## src/hw/rtl/fcsr_pkg.sv

```systemverilog
// shared types, constants and response byte builder for the framed command slave responder
package fcsr_pkg;

  localparam int FRAME_BYTES  = 34;
  localparam int BUFFER_BYTES = 128;
  localparam int TXQ_DEPTH    = 2;
  localparam int TXQ_PTR_W    = $clog2(TXQ_DEPTH);
  localparam int TXQ_LVL_W    = $clog2(TXQ_DEPTH + 1);
  localparam int IDX_W        = $clog2(FRAME_BYTES);
  localparam int CNT_W        = 8;
  localparam int CFG_IDX_W    = 3;
  localparam int CFG_DATA_W   = 32;

  localparam logic [47:0] PAT_COM = 48'h434F4D2D5354;
  localparam logic [47:0] PAT_RES = 48'h5245532D5354;
  localparam logic [47:0] PAT_END = 48'h4D5347454E44;

  localparam logic [7:0] CH_HASH   = 8'h23;
  localparam logic [7:0] CH_STAR   = 8'h2A;
  localparam logic [7:0] CH_DOLLAR = 8'h24;

  localparam logic [7:0] CMD_STATUS  = 8'd1;
  localparam logic [7:0] CMD_VERSION = 8'd2;
  localparam logic [7:0] CMD_MEASURE = 8'd3;
  localparam logic [7:0] CMD_DATA    = 8'd4;

  localparam logic [CFG_IDX_W-1:0] CFG_OWN_ADDRESS    = 3'd0;
  localparam logic [CFG_IDX_W-1:0] CFG_STATUS_CODE    = 3'd1;
  localparam logic [CFG_IDX_W-1:0] CFG_SENSOR_KIND    = 3'd2;
  localparam logic [CFG_IDX_W-1:0] CFG_SLAVE_VERSION  = 3'd3;
  localparam logic [CFG_IDX_W-1:0] CFG_SENSOR_VERSION = 3'd4;
  localparam logic [CFG_IDX_W-1:0] CFG_MEASUREMENT    = 3'd5;

  typedef struct packed {
    logic [7:0]  own_address;
    logic [1:0]  status_code;
    logic [7:0]  sensor_kind;
    logic [15:0] slave_version;
    logic [15:0] sensor_version;
    logic [31:0] measurement_word;
  } cfg_t;

  localparam cfg_t CFG_RESET = '{
    own_address:      8'd1,
    status_code:      2'd0,
    sensor_kind:      8'd0,
    slave_version:    16'h0112,
    sensor_version:   16'h2034,
    measurement_word: 32'h41240000
  };

  // what a good frame leaves behind for its response
  typedef struct packed {
    logic [7:0] cnt_lo;
    logic [7:0] cnt_hi;
    logic [7:0] cmd;
  } resp_t;

  typedef struct packed {
    logic  valid;
    resp_t data;
  } push_t;

  typedef struct packed {
    logic                 busy;
    logic [TXQ_LVL_W-1:0] level;
  } tx_status_t;

  function automatic logic [7:0] text_byte(input logic [47:0] pat, input logic [2:0] pos);
    logic [2:0] sh;
    sh = 3'd5 - pos;
    return pat[{sh, 3'b000} +: 8];
  endfunction

  // one byte of the response; csum is the sum of bytes 6..25
  function automatic logic [7:0] resp_byte(input logic [IDX_W-1:0] idx, input resp_t r,
                                           input cfg_t c, input logic [7:0] csum);
    logic [7:0] b;
    logic       known;
    known = (r.cmd == CMD_STATUS) || (r.cmd == CMD_VERSION) ||
            (r.cmd == CMD_MEASURE) || (r.cmd == CMD_DATA);
    b = 8'd0;
    case (idx)
      6'd0, 6'd1, 6'd2, 6'd3, 6'd4, 6'd5: b = text_byte(PAT_RES, idx[2:0]);
      6'd6:  b = r.cnt_lo;
      6'd7:  b = r.cnt_hi;
      6'd8:  b = CH_HASH;
      6'd10: b = c.own_address;
      6'd12: b = known ? CH_STAR : 8'd0;
      6'd13: b = known ? r.cmd : 8'd0;
      6'd14: b = (r.cmd == CMD_STATUS) ? {6'd0, c.status_code} : 8'd0;
      6'd15: begin
        if (r.cmd == CMD_VERSION) b = c.slave_version[7:0];
        else if (r.cmd == CMD_DATA) b = c.measurement_word[7:0];
      end
      6'd16: begin
        if (r.cmd == CMD_STATUS) b = c.sensor_kind;
        else if (r.cmd == CMD_VERSION) b = c.slave_version[15:8];
        else if (r.cmd == CMD_DATA) b = c.measurement_word[15:8];
      end
      6'd17: begin
        if (r.cmd == CMD_VERSION) b = c.sensor_version[7:0];
        else if (r.cmd == CMD_DATA) b = c.measurement_word[23:16];
      end
      6'd18: begin
        if (r.cmd == CMD_VERSION) b = c.sensor_version[15:8];
        else if (r.cmd == CMD_DATA) b = c.measurement_word[31:24];
      end
      6'd26: b = CH_DOLLAR;
      6'd27: b = csum;
      6'd28, 6'd29, 6'd30, 6'd31, 6'd32, 6'd33: b = text_byte(PAT_END, 3'(idx - 6'd28));
      default: b = 8'd0;
    endcase
    return b;
  endfunction

endpackage

```

## src/hw/rtl/fcsr_rx.sv

```systemverilog
// receive side: text matching, frame capture and frame check
module fcsr_rx import fcsr_pkg::*; (
  input  logic       clk,
  input  logic       rst_n,
  input  logic       accept,
  input  logic [7:0] rx_byte,
  input  cfg_t       cfg,
  output push_t      push
);

  logic [47:0]      win_r, win_nxt;
  logic [CNT_W-1:0] cnt_r, cnt_nxt;
  logic [IDX_W-1:0] len_r, len_nxt;
  logic             started_r, started_nxt;
  logic             res_seen_r, res_seen_nxt;
  logic             overlong_r, overlong_nxt;
  // only the frame bytes that matter are kept, plus a running checksum
  logic [7:0]       b6_r, b6_nxt, b7_r, b7_nxt, b9_r, b9_nxt;
  logic [7:0]       b13_r, b13_nxt, b27_r, b27_nxt, sum_r, sum_nxt;

  logic [CNT_W-1:0] cnt_inc;
  logic [47:0]      win_sh;
  logic             full, m_com, m_res, m_end, frame_ok;

  always_comb begin
    cnt_inc = cnt_r + CNT_W'(1);
    win_sh  = {win_r[39:0], rx_byte};
    full    = cnt_inc >= CNT_W'(6);
    m_com   = full && (win_sh == PAT_COM);
    m_res   = full && (win_sh == PAT_RES);
    m_end   = full && (win_sh == PAT_END);

    win_nxt      = win_sh;
    cnt_nxt      = cnt_inc;
    len_nxt      = len_r;
    started_nxt  = started_r;
    res_seen_nxt = res_seen_r | m_res;
    overlong_nxt = overlong_r;
    b6_nxt  = b6_r;
    b7_nxt  = b7_r;
    b9_nxt  = b9_r;
    b13_nxt = b13_r;
    b27_nxt = b27_r;
    sum_nxt = sum_r;

    if (started_r) begin
      if (len_r < IDX_W'(FRAME_BYTES)) begin
        case (len_r)
          6'd6:    b6_nxt  = rx_byte;
          6'd7:    b7_nxt  = rx_byte;
          6'd9:    b9_nxt  = rx_byte;
          6'd13:   b13_nxt = rx_byte;
          6'd27:   b27_nxt = rx_byte;
          default: ;
        endcase
        if (len_r >= 6'd6 && len_r <= 6'd25) sum_nxt = sum_r + rx_byte;
        len_nxt = len_r + IDX_W'(1);
      end else begin
        overlong_nxt = 1'b1;
      end
    end else if (m_com) begin
      // capture opens with the start text already in place
      started_nxt = 1'b1;
      len_nxt     = 6'd6;
      b6_nxt  = 8'd0;
      b7_nxt  = 8'd0;
      b9_nxt  = 8'd0;
      b13_nxt = 8'd0;
      b27_nxt = 8'd0;
      sum_nxt = 8'd0;
    end

    frame_ok = started_nxt && !res_seen_nxt && !overlong_nxt &&
               (sum_nxt == b27_nxt) && (b9_nxt == cfg.own_address);

    push.valid       = accept && m_end && frame_ok;
    push.data.cnt_lo = b6_nxt;
    push.data.cnt_hi = b7_nxt;
    push.data.cmd    = b13_nxt;

    if (m_end || cnt_inc >= CNT_W'(BUFFER_BYTES)) begin
      win_nxt      = '0;
      cnt_nxt      = '0;
      len_nxt      = '0;
      started_nxt  = 1'b0;
      res_seen_nxt = 1'b0;
      overlong_nxt = 1'b0;
    end
  end

  always_ff @(posedge clk) begin
    if (!rst_n) begin
      win_r      <= '0;
      cnt_r      <= '0;
      len_r      <= '0;
      started_r  <= 1'b0;
      res_seen_r <= 1'b0;
      overlong_r <= 1'b0;
      b6_r  <= '0;
      b7_r  <= '0;
      b9_r  <= '0;
      b13_r <= '0;
      b27_r <= '0;
      sum_r <= '0;
    end else if (accept) begin
      win_r      <= win_nxt;
      cnt_r      <= cnt_nxt;
      len_r      <= len_nxt;
      started_r  <= started_nxt;
      res_seen_r <= res_seen_nxt;
      overlong_r <= overlong_nxt;
      b6_r  <= b6_nxt;
      b7_r  <= b7_nxt;
      b9_r  <= b9_nxt;
      b13_r <= b13_nxt;
      b27_r <= b27_nxt;
      sum_r <= sum_nxt;
    end
  end

endmodule

```

## src/hw/rtl/fcsr_tx.sv

```systemverilog
// transmit side: pending response queue, byte serializer and output register
module fcsr_tx import fcsr_pkg::*; (
  input  logic       clk,
  input  logic       rst_n,
  input  push_t      push,
  input  cfg_t       cfg,
  output logic       q_full,
  output tx_status_t status,
  output logic       out_valid,
  input  logic       out_stall,
  output logic [7:0] out_tx_byte,
  output logic       out_tx_last
);

  resp_t                q_r [TXQ_DEPTH];
  logic [TXQ_PTR_W-1:0] wr_ptr_r, rd_ptr_r;
  logic [TXQ_LVL_W-1:0] lvl_r, lvl_nxt;

  logic             busy_r, busy_nxt;
  logic [IDX_W-1:0] idx_r, idx_nxt;
  resp_t            cur_r;
  logic [7:0]       csum_r, csum_nxt;
  logic             ovalid_r, ovalid_nxt;
  logic [7:0]       obyte_r;
  logic             olast_r;

  logic       pop, load, idx_last;
  logic [7:0] byte_now;

  assign q_full = (lvl_r == TXQ_LVL_W'(TXQ_DEPTH));
  assign pop    = !busy_r && (lvl_r != '0);
  // next byte goes out when the output register is free or draining
  assign load   = busy_r && (!ovalid_r || !out_stall);
  assign idx_last = (idx_r == IDX_W'(FRAME_BYTES - 1));
  assign byte_now = resp_byte(idx_r, cur_r, cfg, csum_r);

  always_comb begin
    lvl_nxt    = lvl_r + TXQ_LVL_W'(push.valid) - TXQ_LVL_W'(pop);
    busy_nxt   = busy_r;
    idx_nxt    = idx_r;
    csum_nxt   = csum_r;
    ovalid_nxt = ovalid_r && out_stall;
    if (pop) begin
      busy_nxt = 1'b1;
      idx_nxt  = '0;
      csum_nxt = '0;
    end else if (load) begin
      ovalid_nxt = 1'b1;
      idx_nxt    = idx_r + IDX_W'(1);
      if (idx_r >= 6'd6 && idx_r <= 6'd25) csum_nxt = csum_r + byte_now;
      if (idx_last) busy_nxt = 1'b0;
    end
  end

  always_ff @(posedge clk) begin
    if (!rst_n) begin
      wr_ptr_r <= '0;
      rd_ptr_r <= '0;
      lvl_r    <= '0;
      busy_r   <= 1'b0;
      idx_r    <= '0;
      csum_r   <= '0;
      ovalid_r <= 1'b0;
    end else begin
      lvl_r    <= lvl_nxt;
      busy_r   <= busy_nxt;
      idx_r    <= idx_nxt;
      csum_r   <= csum_nxt;
      ovalid_r <= ovalid_nxt;
      if (push.valid) wr_ptr_r <= wr_ptr_r + TXQ_PTR_W'(1);
      if (pop) rd_ptr_r <= rd_ptr_r + TXQ_PTR_W'(1);
    end
  end

  always_ff @(posedge clk) begin
    if (push.valid) q_r[wr_ptr_r] <= push.data;
    if (pop) cur_r <= q_r[rd_ptr_r];
    if (load) begin
      obyte_r <= byte_now;
      olast_r <= idx_last;
    end
  end

  assign status.busy  = busy_r;
  assign status.level = lvl_r;
  assign out_valid    = ovalid_r;
  assign out_tx_byte  = obyte_r;
  assign out_tx_last  = olast_r;

endmodule

```

## src/hw/rtl/framed_command_slave_responder.sv

```systemverilog
// top level: configuration registers, receive frame checker and response transmitter
// Accepts one received byte per clock while in_stall is low. Each byte updates the
// text matcher and the capture in the cycle it is accepted; the byte that completes
// MSGEND on a good frame queues a response. A response leaves as 34 bytes, one per
// cycle when the output is not stalled, with tx_last on the 34th. Up to two responses
// wait in a queue behind the one being sent; in_stall is high only while that queue
// is full, so the input runs at one byte per cycle unless the output side falls
// behind by more than two whole responses.
module framed_command_slave_responder import fcsr_pkg::*; (
  input  logic                  clk,
  input  logic                  rst_n,
  input  logic                  in_valid,
  output logic                  in_stall,
  input  logic [7:0]            in_rx_byte,
  output logic                  out_valid,
  input  logic                  out_stall,
  output logic [7:0]            out_tx_byte,
  output logic                  out_tx_last,
  input  logic                  cfg_we,
  input  logic [CFG_IDX_W-1:0]  cfg_index,
  input  logic [CFG_DATA_W-1:0] cfg_wdata
);

  cfg_t       cfg_r, cfg_nxt;
  push_t      push;
  tx_status_t tx_status;
  logic       q_full;
  logic       in_accept;

  assign in_stall  = q_full;
  assign in_accept = in_valid && !in_stall;

  always_comb begin
    cfg_nxt = cfg_r;
    if (cfg_we) begin
      unique case (cfg_index)
        CFG_OWN_ADDRESS:    cfg_nxt.own_address      = cfg_wdata[7:0];
        CFG_STATUS_CODE:    cfg_nxt.status_code      = cfg_wdata[1:0];
        CFG_SENSOR_KIND:    cfg_nxt.sensor_kind      = cfg_wdata[7:0];
        CFG_SLAVE_VERSION:  cfg_nxt.slave_version    = cfg_wdata[15:0];
        CFG_SENSOR_VERSION: cfg_nxt.sensor_version   = cfg_wdata[15:0];
        CFG_MEASUREMENT:    cfg_nxt.measurement_word = cfg_wdata[31:0];
        default: ;
      endcase
    end
  end

  always_ff @(posedge clk) begin
    if (!rst_n) begin
      cfg_r <= CFG_RESET;
    end else begin
      cfg_r <= cfg_nxt;
    end
  end

  fcsr_rx u_rx (
    .clk     (clk),
    .rst_n   (rst_n),
    .accept  (in_accept),
    .rx_byte (in_rx_byte),
    .cfg     (cfg_r),
    .push    (push)
  );

  fcsr_tx u_tx (
    .clk         (clk),
    .rst_n       (rst_n),
    .push        (push),
    .cfg         (cfg_r),
    .q_full      (q_full),
    .status      (tx_status),
    .out_valid   (out_valid),
    .out_stall   (out_stall),
    .out_tx_byte (out_tx_byte),
    .out_tx_last (out_tx_last)
  );

  // the response queue never overflows
  a_lvl_bound: assert property (@(posedge clk) disable iff (!rst_n)
    tx_status.level <= TXQ_LVL_W'(TXQ_DEPTH))
    else $error("response queue level out of range");

  // a queued response is either waiting or being sent in the next cycle
  a_push_held: assert property (@(posedge clk) disable iff (!rst_n)
    push.valid |=> (tx_status.level != '0) || tx_status.busy)
    else $error("queued response lost");

  // the closing byte of every response is the last byte of the end text
  a_last_byte: assert property (@(posedge clk) disable iff (!rst_n)
    out_valid && out_tx_last |-> out_tx_byte == PAT_END[7:0])
    else $error("last response byte is not the end text");

endmodule

```

## config.mk

```make
export PLATFORM = sky130hd
export DESIGN_NAME = framed_command_slave_responder
export DESIGN_NICKNAME = d
export VERILOG_FILES = /design/src/hw/rtl/fcsr_pkg.sv /design/src/hw/rtl/fcsr_rx.sv /design/src/hw/rtl/fcsr_tx.sv /design/src/hw/rtl/framed_command_slave_responder.sv
export SDC_FILE = /design/constraint.sdc
export NUM_CORES = 1
export LEC_CHECK = 0
export ABC_AREA = 1
export BUFFER_PORTS_ARGS = -buffer_cell sky130_fd_sc_hd__buf_2
export CAP_MARGIN = 0
export CORE_MARGIN = 2
export CORE_UTILIZATION = 55
export DETAILED_ROUTE_END_ITERATION = 8
export PLACE_DENSITY_LB_ADDON = 0.25
export SYNTH_ARGS = -nofsm -noshare
export SYNTH_HDL_FRONTEND = slang
export SYNTH_SLANG_ARGS = --single-unit
```

## constraint.sdc

```tcl
create_clock -name clk -period 3.45 [get_ports clk]
set_input_delay 0.345 -clock clk [delete_from_list [all_inputs] [get_ports clk]]
set_output_delay 0.345 -clock clk [all_outputs]
set_load 0.005 [all_outputs]
```

; Yosys cells after proc, flatten, opt, wreduce, memory -nomap -nowiden
; Memories as Yosys holds them, arrays and structs flattened. A register that Yosys moved wholly into a read port is not among the register bits.
; Index checks and enable logic that the tools add are counted.
; Widths: inputs -> output; s select.
[totals]
n_memories = 1
reg_bits = 216
ramBits = 48
output_inout_bits = 11
[mem_list]
columns = name, words, width, rd, rd_ports_with_merged_regs, wr, line
row1 = u_tx.q_r, 2, 24, 1, 1, 1, fcsr_tx.sv:15  ; resp_t q_r [TXQ_DEPTH];
[op_classes]
magnitude_cmp = 7
eq_ne = 45
reduce_logical = 44
add_sub_neg = 12
bitwise_logic = 2
n_mux = 57
shifts = 2
[ops]
columns = operator, count
row1 = $mux 8, 35
row2 = $eq 48x47->1 const B, 3
row3 = $pmux 8 s15, 1
row4 = $shiftx 48x7->8 const A, 2
row5 = $eq 6x5->1 const B, 10
row6 = $eq 6x4->1 const B, 8
row7 = $mux 40, 1
row8 = $eq 6x3->1 const B, 6
row9 = $mux 6, 5
row10 = $add 8x8->8, 2
row11 = $eq 8x2->1 const B, 2
row12 = $eq 8x8->1, 2
row13 = $reduce_and 2->1, 8
row14 = $logic_and 1x1->1, 15
row15 = $mux 1, 14
row16 = $add 6x1->6 const B, 2
row17 = $eq 6x2->1 const B, 2
row18 = $eq 6x6->1 const B, 2
row19 = $ge 6x3->1 const B, 2
row20 = $le 6x5->1 const B, 2
row21 = $reduce_or 6->1, 2
row22 = $add 8x1->8 const B, 1
row23 = $eq 8x1->1 const B, 1
row24 = $eq 8x3->1 const B, 1
row25 = 25 further kinds, 40

; Logic depth before layout (Yosys ltp)
; Gate-level depths: netlist (run 1).
[logic_depth]
depth_word = 12
depth_mapped = 26

; Cells and area by module
; Synthesis (run 1) repeated with hierarchy kept, for this count alone.
[hier_totals]
hier_cells = 2008
hier_area_um2 = 14835.5
[by_module_without_submodules]
columns = module, area_each_um2, cells_per_inst, n_inst, seq_area_each_um2
row1 = fcsr_rx, 6179.7, 926, 1, 2102.0
row2 = fcsr_tx, 5375.2, 601, 1, 2832.7
row3 = framed_command_slave_responder, 3280.6, 481, 1, 1641.6

; Least setup slack after synthesis (run 1)
; No wires, ideal clock.
[synth_path]
path_kind = reg2reg
start = register u_rx.sum_r[0]
end = memory u_tx.q_r[0][0] (netlist bit) (enable)
slack_ns = -0.047
arrival_ns = 3.092
setup_ns = 0.405
stages_incl_launch_ff = 19
path_cell_list = dfxtp_1 > ha_1 > inv_1 > fa_1 > o21ai_0 > nand2_1 > nand2_1 > nand2_1 > nand2_1 > nand2_1 > nand3_1 > nand2_1 > nand3_1 > nand2_1 > inv_1 > nand2_1 > nor2_2 > nand3_2 > nor2_1
[synth_via]
elab_chain_len = 10
elab_cells_between_ends = 11
cone_classes = 1 x add/sub / 1 x eq/ne / 6 x mux / 3 x reduce/logical
[synth_lines]
columns = item, line
row1 = from (decl), fcsr_rx.sv:19  ; logic [7:0] b13_r, b13_nxt, b27_r, b27_nxt, sum_r, sum_nxt;
row2 = from (signal assigned), fcsr_rx.sv:117  ; sum_r <= sum_nxt;
row3 = $add 8x8->8, fcsr_rx.sv:56  ; if (len_r >= 6'd6 && len_r <= 6'd25) sum_nxt = sum_r + rx_byte;
row4 = $mux 8, fcsr_rx.sv:56
row5 = $mux 8, fcsr_rx.sv:47  ; if (len_r < IDX_W'(FRAME_BYTES)) begin
row6 = $mux 8 *, fcsr_rx.sv:46  ; if (started_r) begin
row7 = $eq 8x8->1 *, fcsr_rx.sv:74  ; (sum_nxt == b27_nxt) && (b9_nxt == cfg.own_address);
row8 = $logic_and 1x1->1 *, fcsr_rx.sv:73  ; frame_ok = started_nxt && !res_seen_nxt && !overlong_nxt &&
row9 = $logic_and 1x1->1 *, fcsr_rx.sv:74
row10 = $logic_and 1x1->1 *, fcsr_rx.sv:76  ; push.valid = accept && m_end && frame_ok;
row11 = $mux 1 *, fcsr_tx.sv:76  ; if (push.valid) q_r[wr_ptr_r] <= push.data;
row12 = $mux 1 (not written as such) *, fcsr_tx.sv:76
row13 = to (decl), fcsr_tx.sv:15
; Mark *: on every way between the ends. The rest lies on a longest branch, timed or not.

; Final worst setup path (run 1)
[layout_path]
start = register, netlist name u_tx.cur_r[5]
end = register u_tx.csum_r[7]
[layout_via]
elab_chain_len = 7
elab_cells_between_ends = 21
cone_classes = 1 x add/sub / 4 x eq/ne / 13 x mux / 3 x reduce/logical
[layout_lines]
columns = item, line
row1 = $eq 8x1->1 or $eq 8x2->1 (tied branches), --
row2 = $logic_or 1x1->1 (2 in series), fcsr_pkg.sv:80  ; known = (r.cmd == CMD_STATUS) || (r.cmd == CMD_VERSION) ||
row3 = $logic_or 1x1->1, fcsr_pkg.sv:81  ; (r.cmd == CMD_MEASURE) || (r.cmd == CMD_DATA);
row4 = $mux 8, fcsr_pkg.sv:90  ; 6'd13: b = known ? r.cmd : 8'd0;
row5 = $pmux 8 s15 *, fcsr_pkg.sv:83  ; case (idx)
row6 = net u_tx.byte_now[2], fcsr_tx.sv:28  ; logic [7:0] byte_now;
row7 = $add 8x8->8 *, fcsr_tx.sv:50  ; if (idx_r >= 6'd6 && idx_r <= 6'd25) csum_nxt = csum_r + byte_now;
row8 = to (signal assigned), fcsr_tx.sv:68  ; csum_r <= csum_nxt;
row9 = to (decl), fcsr_tx.sv:22  ; logic [7:0] csum_r, csum_nxt;
; Mark *: on every way through the listed nets, which the timed path passes. The rest lies on a longest branch.
; A chain may end at the register's enable or synchronous reset.

==> flow_summary.ini, run 1 <==
[status]
status = completed

[synthesis]
yosys_warnings = 0
synth_top_area_share_pct = 28.9
yosys.area.top_type = dfxtp_1
synth_seq_cells = 288
ys_types = 53
synth-seq-area-share_pct = 45.9
ys_async_sr_fraction_pct = 0
synth_fp_nets = 2038
synth-edff-count = 81
netlist_instances = 1958
yosys_most_used_dff = dfxtp_1
synth.area.top_cells = dfxtp_1, edfxtp_1, nand2_1
synth_area_um2 = 14300
syn_area_per_cell_um2 = 7.32

[critical_path]
critPathMaxStageDelay_ps = 360
crit_fanout = 3
start_kind = register
end_kind = register
worstSetupPathType = register to register
cpMaxStageDelayCell = edfxtp_1
required_ps = 3880
cp.arrival_ps = 3810
cp_cell_sequence = nor2_1, nand2_2, inv_4, nand3_4, nor2_4, inv_2, o211ai_1, nand3_2, a2111oi_4, nand3b_1, ha_4, a21oi_4, nand2_2, a21oi_2, inv_1, a21oi_2, inv_1, a21oi_2, o21bai_1, nor2_1, nor2_1, nand2_1, o21ai_1, a21oi_1

[clock_tree]
cts-htree-levels = 2
ctsHoldBuffers = 0
root_buffer = clkbuf_16
cts_tree = yes
cts.path.max_buffers = 3
clock_sinks = 288
cts_buffers = 34
clk_latency_ps = 510
clk_pin_slew_ps = 60

[timing]
hold_viol = 0
maxSlewHeadroom_pct = 27.4
max_freq_mhz = 296
setup_viol = 0
finClkSkew_ps = 12.7
worst_slack_ps = 72.3
fin_crit_sh_pct = 97.9
period_needed_ps = 3380
worst_pin_slew_ps = 1090
rsz0062_at_grt = true
slew_viol_final = 0

[floorplanning]
die_h_um = 165
dieArea_um2 = 27400
die_w_um = 165
initial_core_util_pct = 55.5
core_um2 = 25800
rows = 59
io_pins = 59

[pwr]
vdd.ir_drop.worst_mv = 0.388
pwr_density_cell_nw_per_um2 = 429
leakage_nw = 6.93
power_mw = 7.38

[final_layout]
layout_commonest_cell = nand2_1
area_growth_pct = 20.0
drive_gt1_share_pct = 15.6
final_nets = 2164
final_util_pct = 66.6
antennaDiodeCount = 0
layout_common_cells = nand2_1, dfxtp_1, nor2_1

[routing]
wl_per_cell_um = 16.9
finalWirelength_um = 41300
first_pass_iters = 6
route.detailed.drc = 0
via_per_inst = 5.63
postRouteAntennaNets = 0
dr.first_iter.drc_count = 1398
via_count = 13700

[flow_run]
max-cap-violations = 0

[placement]
hpwl_um = 27900
routabilityCongestion = 0.912
dpl_worst_slack_ps = -147
port_buffers = 58

[global_route]
grt.overflow.total = 0
grt_max_degree = 91
grt_pass1_vias = 12600
grt_use_total_pct = 29.5
grt_pass1_wl_um = 64100
antenna_found_initial = 0

[hold_path]
hp-class = input pin to register
## path summary, 6_finish.rpt
check,end,slack (ps),depth (start not counted),from
worst max-delay path,u_tx.csum_r[7],70,24,u_tx.cur_r[5]
worst max register to register,u_tx.csum_r[7],70,24,u_tx.cur_r[5]
worst min register to register,cfg_r[50],450,2,cfg_r[50]
worst min-delay path,cfg_r[30],60,3,cfg_wdata[30]
## flip-flops by register name, indices dropped and copies added (netlist names), 2 cells and up
register and count:
u_tx.idx_r 6, u_tx.csum_r 8, u_tx.q_r 48, u_rx.cnt_r 8, u_rx.len_r 6, u_tx.out_tx_byte 8
cfg_r 82, u_rx.b6_r 8, u_tx.lvl_r 2, u_rx.b9_r 8, u_tx.cur_r 24, u_rx.win_r 40
u_rx.b13_r 8, u_rx.sum_r 8, u_rx.b27_r 8, u_rx.b7_r 8
## area by class of cell
cell class	instances	area (um2)
inverters	182	696
repair buffers	175	1260
multi-input cells	1402	7120
flip-flops and latches	288	6590
clock inverters	15	133
well taps	335	419
fillers	2172	8630
repair inverters	1	7.51
clock buffers	45	975
## power by group
group	internal [mW]	switching [mW]	total, mW
Clock	2.14	1.41	3.55
Combinational	0.0850	0.208	0.293
Sequential	3.50	0.0351	3.54
Total	5.72	1.66	7.38
## cells in the mapped netlist, types with 3 or more instances
library cell,number
a2111oi_0,3
a21oi_1,166
a221oi_1,8
a31oi_1,3
a32o_1,9
buf_1,11
buf_2,3
clkbuf_1,68
clkinv_1,3
dfxtp_1,207
edfxtp_1,81
ha_1,30
inv_1,173
inv_2,5
nand2_1,560
nand3_1,127
nand3_2,6
nand3b_1,4
nand4_1,19
nor2_1,210
nor2_2,10
nor3_1,17
nor4_1,4
o211ai_1,43
o21ai_0,131
o21ai_1,4
o22ai_1,4
or3_1,5
xnor2_1,7
xor2_1,6
## metrics by stage
step | hold slack, ps | instance area, um2 | TNS, ps | cells
3_3_place_gp | 435 | 15500 | -30.7 | 2359
6_report | 57.1 | 17200 | 0 | 2443
4_1_cts | 44.2 | 16900 | -21.3 | 2440
5_1_grt | 59.1 | 17200 | -249 | 2443
3_5_place_dp | 442 | 15500 | -286 | 2359
2_1_floorplan | 422 | 14400 | 0 | 1958
## repair_timing
action | CTS | global route
gates resized for setup | 28 | 74
pin swaps | 20 | 34
cloned | 0 | 2
endpoints found under the setup margin | 2 | 54
buffers inserted | 21 | 5
## critical path, delay by kind of cell, from the launching register on
kind / cells / cell delay [ps]
buffers and inverters: 4 / 250
flip-flops: 1 / 360
AND/OR/NAND/NOR: 10 / 1140
adder cells (fa/ha/maj): 1 / 310
AO/OA/AOI/OAI: 9 / 1240
## logic make-up (layout without fill, tap and decap cells)
kind of cell | Yosys count | in the layout | share of synthesized area (%)
AOI/OAI and AO/OA | 386 | 386 | 15.2
adders and majority gates | 32 | 32 | 2.90
muxes | 1 | 1 | 0.0698
and+or+nand+nor | 970 | 970 | 27.9
xor gates and xnor gates | 13 | 13 | 0.794
DFF | 288 | 288 | 45.9
buffers and inverters | 268 | 418 | 7.23
## routing by layer
layer / vias to the layer above / wire [um] / share of wire, % / track usage [%]
met3: 98 / 3070 / 7.4 / 3.62
met5: - / 0 / 0 / 0
met1: 6376 / 17500 / 42 / 39.8
met2: 523 / 19400 / 47 / 49.4
met4: 0 / 1280 / 3.1 / 9.76
li1: 6747 / - / - / -
Power figures use the tool's default switching activity.
==> run 2: changes to the inputs <==
Settings changed: SETUP_SLACK_MARGIN set to 0.3.
==> run 2 against run 1 <==
Effect of this change:
- the flow now finishes with violations (negative setup slack)
- fmax shrank 3.2%
- final cell count grew 0.25%
- hold slack lost 38 ps
- setup slack lost 110 ps
- largest power group is now registers
==> flow_summary.ini, run 2 (synthesis gave the netlist of run 1 again) <==
[status]
status = finished, violations left
violations = negative setup slack

[placement]
dp.cells = 2359
routabilityCongestion = 0.934
port_buffers = 58
hpwl_um = 28300

[final_layout]
antennaDiodeCount = 0
largest_register = cfg_r
layout_common_cells = nand2_1, dfxtp_1, nor2_1
reg.largest.list = cfg_r (82), u_tx.q_r (48), u_rx.win_r (40)
area_growth_pct = 20.7
drive_gt1_share_pct = 16.1
largest_register_ff_count = 82
layout_commonest_cell = nand2_1
final_cells = 2449
final_nets = 2170
final_util_pct = 67.0
fillers = 2126

[global_route]
gr-usage-met1_pct = 39.0
grt.overflow.total = 0
met2_usage_pct = 50.5
grt_use_total_pct = 29.6
grt_max_degree = 94
antenna_found_initial = 0
grt_pass1_vias = 12600
use_met3_pct = 3.42
gr-max-usage-layer = met2
grt_pass1_wl_um = 64500

[critical_path]
cpMostUsedCell = a21oi_2
r2r_slack_ps = -40
cp.arrival_ps = 3980
crit_family = simple AND/OR/NAND/NOR gates
crit_buf_inv = 4
r2r-start = u_tx.cur_r[6]
rr_worst_depth = 25
end_kind = register
start_kind = register
worstSetupPathType = register to register
r2r-end = u_tx.csum_r[7]
cpMaxStageDelayCell = edfxtp_1
required_ps = 3940
critPathMaxStageDelay_ps = 380
crit_fanout = 3

[timing]
setup_viol = 1
worst_slack_ps = -37.5
fin_crit_sh_pct = 101
period_needed_ps = 3490
rsz0062_at_grt = true
hold_viol = 0
finClkSkew_ps = 16.7
fin_tns_setup_ps = -37.5
slew_viol_final = 0
fin_hold_ws_ps = 19.0
maxSlewHeadroom_pct = 23.6
worst_pin_slew_ps = 1140
max_freq_mhz = 287

[clock_tree]
clk_latency_ps = 570
cts-htree-levels = 1
cts.path.max_buffers = 3
cts_tree = yes
clk_pin_slew_ps = 60
root_buffer = clkbuf_16
cts_buffers = 30
clock_sinks = 288

[pwr]
pwr_density_cell_nw_per_um2 = 408
leakage_nw = 6.94
vdd.ir_drop.worst_mv = 0.422

[routing]
via_count = 13800
postRouteAntennaNets = 0
dr.first_iter.drc_count = 1425
route.detailed.drc = 0
via_per_inst = 5.63
wl_per_cell_um = 17.0
finalWirelength_um = 41700
first_pass_iters = 6

[flow_run]
max-cap-violations = 0

[hold_path]
hp-start = cfg_wdata[21]
hold_depth = 3
hp-class = input pin to register
hold_path_end = cfg_r[21]

[floorplanning]
rows = 59
dieArea_um2 = 27400
core_um2 = 25800
die_w_um = 165
initial_core_util_pct = 55.5
io_pins = 59
die_h_um = 165
run 2: cell count changes in the layout (fill, tap and decap cells not counted), sizes merged:
| cell | delta |
|---|---|
| buf | +2 |
| dlygate4sd3 | +6 |
| clkinvlp | -4 |
| clkbuf | +1 |
| inv | -1 |
| clkinv | +2 |
run 2: worst max path at each step:
stage / cells past startpoint / slack [ps] / start / to
3_3_place_gp: 23 / -70 / u_tx.idx_r[1] / u_tx.csum_r[7]
4_1_cts: 24 / 100 / u_tx.idx_r[0] / u_tx.csum_r[7]
2_1_floorplan: 24 / 220 / u_tx.idx_r[1] / u_tx.csum_r[7]
5_1_grt: 25 / -390 / u_tx.cur_r[6] / u_tx.csum_r[7]
3_5_place_dp: 24 / -100 / u_tx.idx_r[1] / u_tx.csum_r[7]
6_report: 25 / -40 / u_tx.cur_r[6] / u_tx.csum_r[7]
run 2: worst reg2reg max path, cell delays in order, from the launching register on:
cell and delay (ps):
edfxtp_1 380, nor2_1 130, nand2_1 110, buf_4 150, buf_4 140, nor2_2 130
nand3_2 120, o211ai_1 180, o211ai_1 120, nand3_1 180, a2111oi_4 60, nand3b_1 210
ha_4 250, a21oi_2 130, nand2_2 70, a21oi_2 120, inv_1 60, a21oi_2 160
inv_1 90, a21oi_2 120, o21bai_1 90, nor2_1 90, nor2_1 50, nand2_1 110
o21ai_1 70, a21oi_1 130
run 2: metal layers:
metal  up-vias  part of all wire, %
met5         -                    0
met4         0                  3.7
li1       6758                    -
met2       553                   48
met1      6371                   42
met3       106                  6.6
run 2: area by class of cell:
class | count | area, um2 | share of cell area (%)
repair inverters | 1 | 5.00 | 0.0289
multi-input cells | 1402 | 7180 | 41.5
inverters | 182 | 693 | 4.01
clock buffers | 44 | 855 | 4.94
flip-flops and latches | 288 | 6600 | 38.1
clock inverters | 12 | 123 | 0.709
repair buffers | 185 | 1430 | 8.24
well taps | 335 | 419 | 2.42
run 2: per-stage QoR:
stage | total power [mW] | instance area [um2] | setup slack [ps]
4_1_cts | 7.08 | 16800 | 97.1
3_3_place_gp | 3.88 | 15600 | -73.4
2_1_floorplan | 3.76 | 14500 | 223
5_1_grt | 7.25 | 17300 | -394
6_report | 7.06 | 17300 | -37.5
3_5_place_dp | 3.89 | 15600 | -96.7
run 2: what timing repair did:
item                                    CTS  global route
endpoints found under the hold margin     6             0
setup buffers                             8            14
resized for setup                        24            70
cloned                                    1             5
pin swaps                                16            36
hold buffers                              6             0
endpoints found under the setup margin   55            57
run 2: power breakdown:
| group | internal (mW) | total [mW] | switching (mW) |
|---|---|---|---|
| combinational | 0.0904 | 0.301 | 0.211 |
| clock | 1.86 | 3.23 | 1.36 |
| sequential | 3.50 | 3.53 | 0.0338 |
==> run 3: changes to the inputs <==
Settings changed: PLACE_DENSITY set to 0.72, PLACE_DENSITY_LB_ADDON 0.25 to unset.
Clock period 3.45 ns to 3.6 ns, I/O delays scaled along.
==> run 3 against run 2 <==
Effect of this change:
- the run now ends clean
- hold slack lost 6.5 ps
- first-iteration DRC count down 8.6%
- clock skew increased by 7.4 ps
- clock power decreased by 4%
- fmax is essentially flat
- global-route usage grew 0.23 points
- largest cell class unchanged
==> flow_summary.ini, run 3 (synthesis gave the netlist of run 1 again) <==
[floorplanning]
core_um2 = 25800
rows = 59
die_h_um = 165
dieArea_um2 = 27400
die_w_um = 165
io_pins = 59
initial_core_util_pct = 55.5

[timing]
maxSlewHeadroom_pct = 25.4
fin_tns_setup_ps = 0
period_needed_ps = 3490
rsz0062_at_grt = true
worst_slack_ps = 110
setup_viol = 0
finClkSkew_ps = 24.2
fin_crit_sh_pct = 96.9
max_freq_mhz = 287
fin_hold_ws_ps = 12.5
hold_viol = 0
slew_viol_final = 0
worst_pin_slew_ps = 1120

[critical_path]
critPathMaxStageDelay_ps = 370
cpMostUsedCell = buf_6
worstSetupPathType = register to register
crit_buf_inv = 8
cp.arrival_ps = 3940
crit_family = buffers and inverters
start_kind = register
cpMaxStageDelayCell = dfxtp_4
end_kind = register
crit_fanout = 7
required_ps = 4050
r2r-start = u_tx.idx_r[1]
cp_cell_sequence = buf_4, ha_4, inv_2, a21oi_1, nor2_2, a221oi_2, nand4_1, nor4_2, inv_1, ha_4, nand3_2, nand2_2, a21oi_2, inv_1, a21oi_2, buf_4, buf_6, buf_6, buf_6, xnor2_2, mux2i_1, nor2_1
startpoint = u_tx.idx_r[1]

[routing]
finalWirelength_um = 42000
via_count = 13700
route.detailed.drc = 0
first_pass_iters = 6
via_per_inst = 5.63
wl_per_cell_um = 17.3
postRouteAntennaNets = 0
dr.first_iter.drc_count = 1303

[clock_tree]
cts.path.max_buffers = 3
cts_buffers = 31
cts-htree-levels = 1
clk_pin_slew_ps = 60
cts_tree = yes
root_buffer = clkbuf_16
clock_sinks = 288
clk_latency_ps = 570

[pwr]
power_frac_clock_pct = 45.7
pwr_density_cell_nw_per_um2 = 398
combPwrFrac_pct = 4.2
power_mw = 6.77
switching_share_pct = 22.3
leakage_nw = 6.82
p_int_mw = 5.26
power.switching_mw = 1.51
p_seq_share_pct = 50.1
vdd.ir_drop.worst_mv = 0.381

[final_layout]
layout_common_cells = nand2_1, nor2_1, dfxtp_1
reg.largest.list = cfg_r (82), u_tx.q_r (48), u_rx.win_r (40)
fillers = 2220
antennaDiodeCount = 0
final_nets = 2149
multiInputGateArea_um2 = 7110
largest_register = cfg_r
largest_register_ff_count = 82
layout_commonest_cell = nand2_1
area_growth_pct = 18.6
regArea_um2 = 6600
final_util_pct = 65.8
drive_gt1_share_pct = 14.6

[placement]
routabilityCongestion = 0.914
dpl_worst_slack_ps = -75.0
hpwl_um = 28300
port_buffers = 58

[status]
status = completed

[flow_run]
max-cap-violations = 0

[global_route]
antenna_found_initial = 0
grt.overflow.total = 0
grt_use_total_pct = 29.8
grt_pass1_vias = 12600
grt_pass1_wl_um = 64800
grt_max_degree = 91

[hold_path]
hp-start = cfg_wdata[30]
hp-class = input pin to register
[run 3: cell types whose count changed in the layout (fill, tap and decap cells not counted), sizes merged]
cell / before / now
inv: 178 / 179
clkinv: 12 / 10
clkbuf: 47 / 48
buf: 176 / 159
dlygate4sd3: 6 / 1
nand2: 562 / 563
[run 3: per-layer routing]
| layer | global-route usage, % | part of all wire [%] | vias up | wire length, um |
|---|---|---|---|---|
| met3 | 3.75 | 6.0 | 116 | 2540 |
| li1 | - | - | 6711 | - |
| met4 | 13.5 | 4.7 | 0 | 1990 |
| met2 | 51.5 | 49 | 509 | 20400 |
| met1 | 37.3 | 41 | 6340 | 17100 |
| met5 | 0 | 0 | - | 0 |
[run 3: tightest hold or removal path, cell delays in order]
cell and delay [ps]:
buf_2 80, nand2_1 40, nand3_1 60
[run 3: metrics by stage]
step | instance area, um2 | cells
detailed placement | 15300 | 2332
CTS | 16600 | 2407
global placement | 15300 | 2332
floorplan | 14400 | 1958
finish | 17000 | 2428
global route | 17000 | 2428
[run 3: power by group through the flow]
stage          Clock (mW)  Combinational [mW]  Sequential (mW)
2_1_floorplan           0               0.159             3.45
3_3_place_gp            0               0.271             3.46
3_5_place_dp            0               0.276             3.46
4_1_cts              3.12               0.279             3.39
5_1_grt              3.24               0.311             3.39
6_report             3.09               0.285             3.39
[run 3: path summary, 6_finish.rpt]
kind | endpoint | slack, ps | cells after the start
setup / recovery | u_tx.csum_r[5] | 110 | 22
hold reg to reg | cfg_r[55] | 450 | 2
hold / removal | cfg_r[30] | 10 | 3
setup reg to reg | u_tx.csum_r[5] | 110 | 22
[run 3: layout make-up]
| cell class | instances | share of cell area, % |
|---|---|---|
| Inverter | 182 | 4.08 |
| Sequential cell | 288 | 38.8 |
| Clock inverter | 11 | 0.588 |
| Timing Repair Buffer | 162 | 7.04 |
| Clock buffer | 46 | 5.19 |
| Timing Repair inverter | 1 | 0.0441 |
| Tap cell | 335 | 2.46 |
| Multi-Input combinational cell | 1403 | 41.8 |
[run 3: timing repair]
| item | CTS | global route |
|---|---|---|
| setup buffers | 17 | 16 |
| endpoints found under the setup margin | 30 | 55 |
| hold buffers | 1 | 0 |
| hold endpoints to repair | 1 | 0 |
| gates resized for setup | 39 | 61 |
| pin swaps | 18 | 33 |
| gates cloned | 0 | 5 |
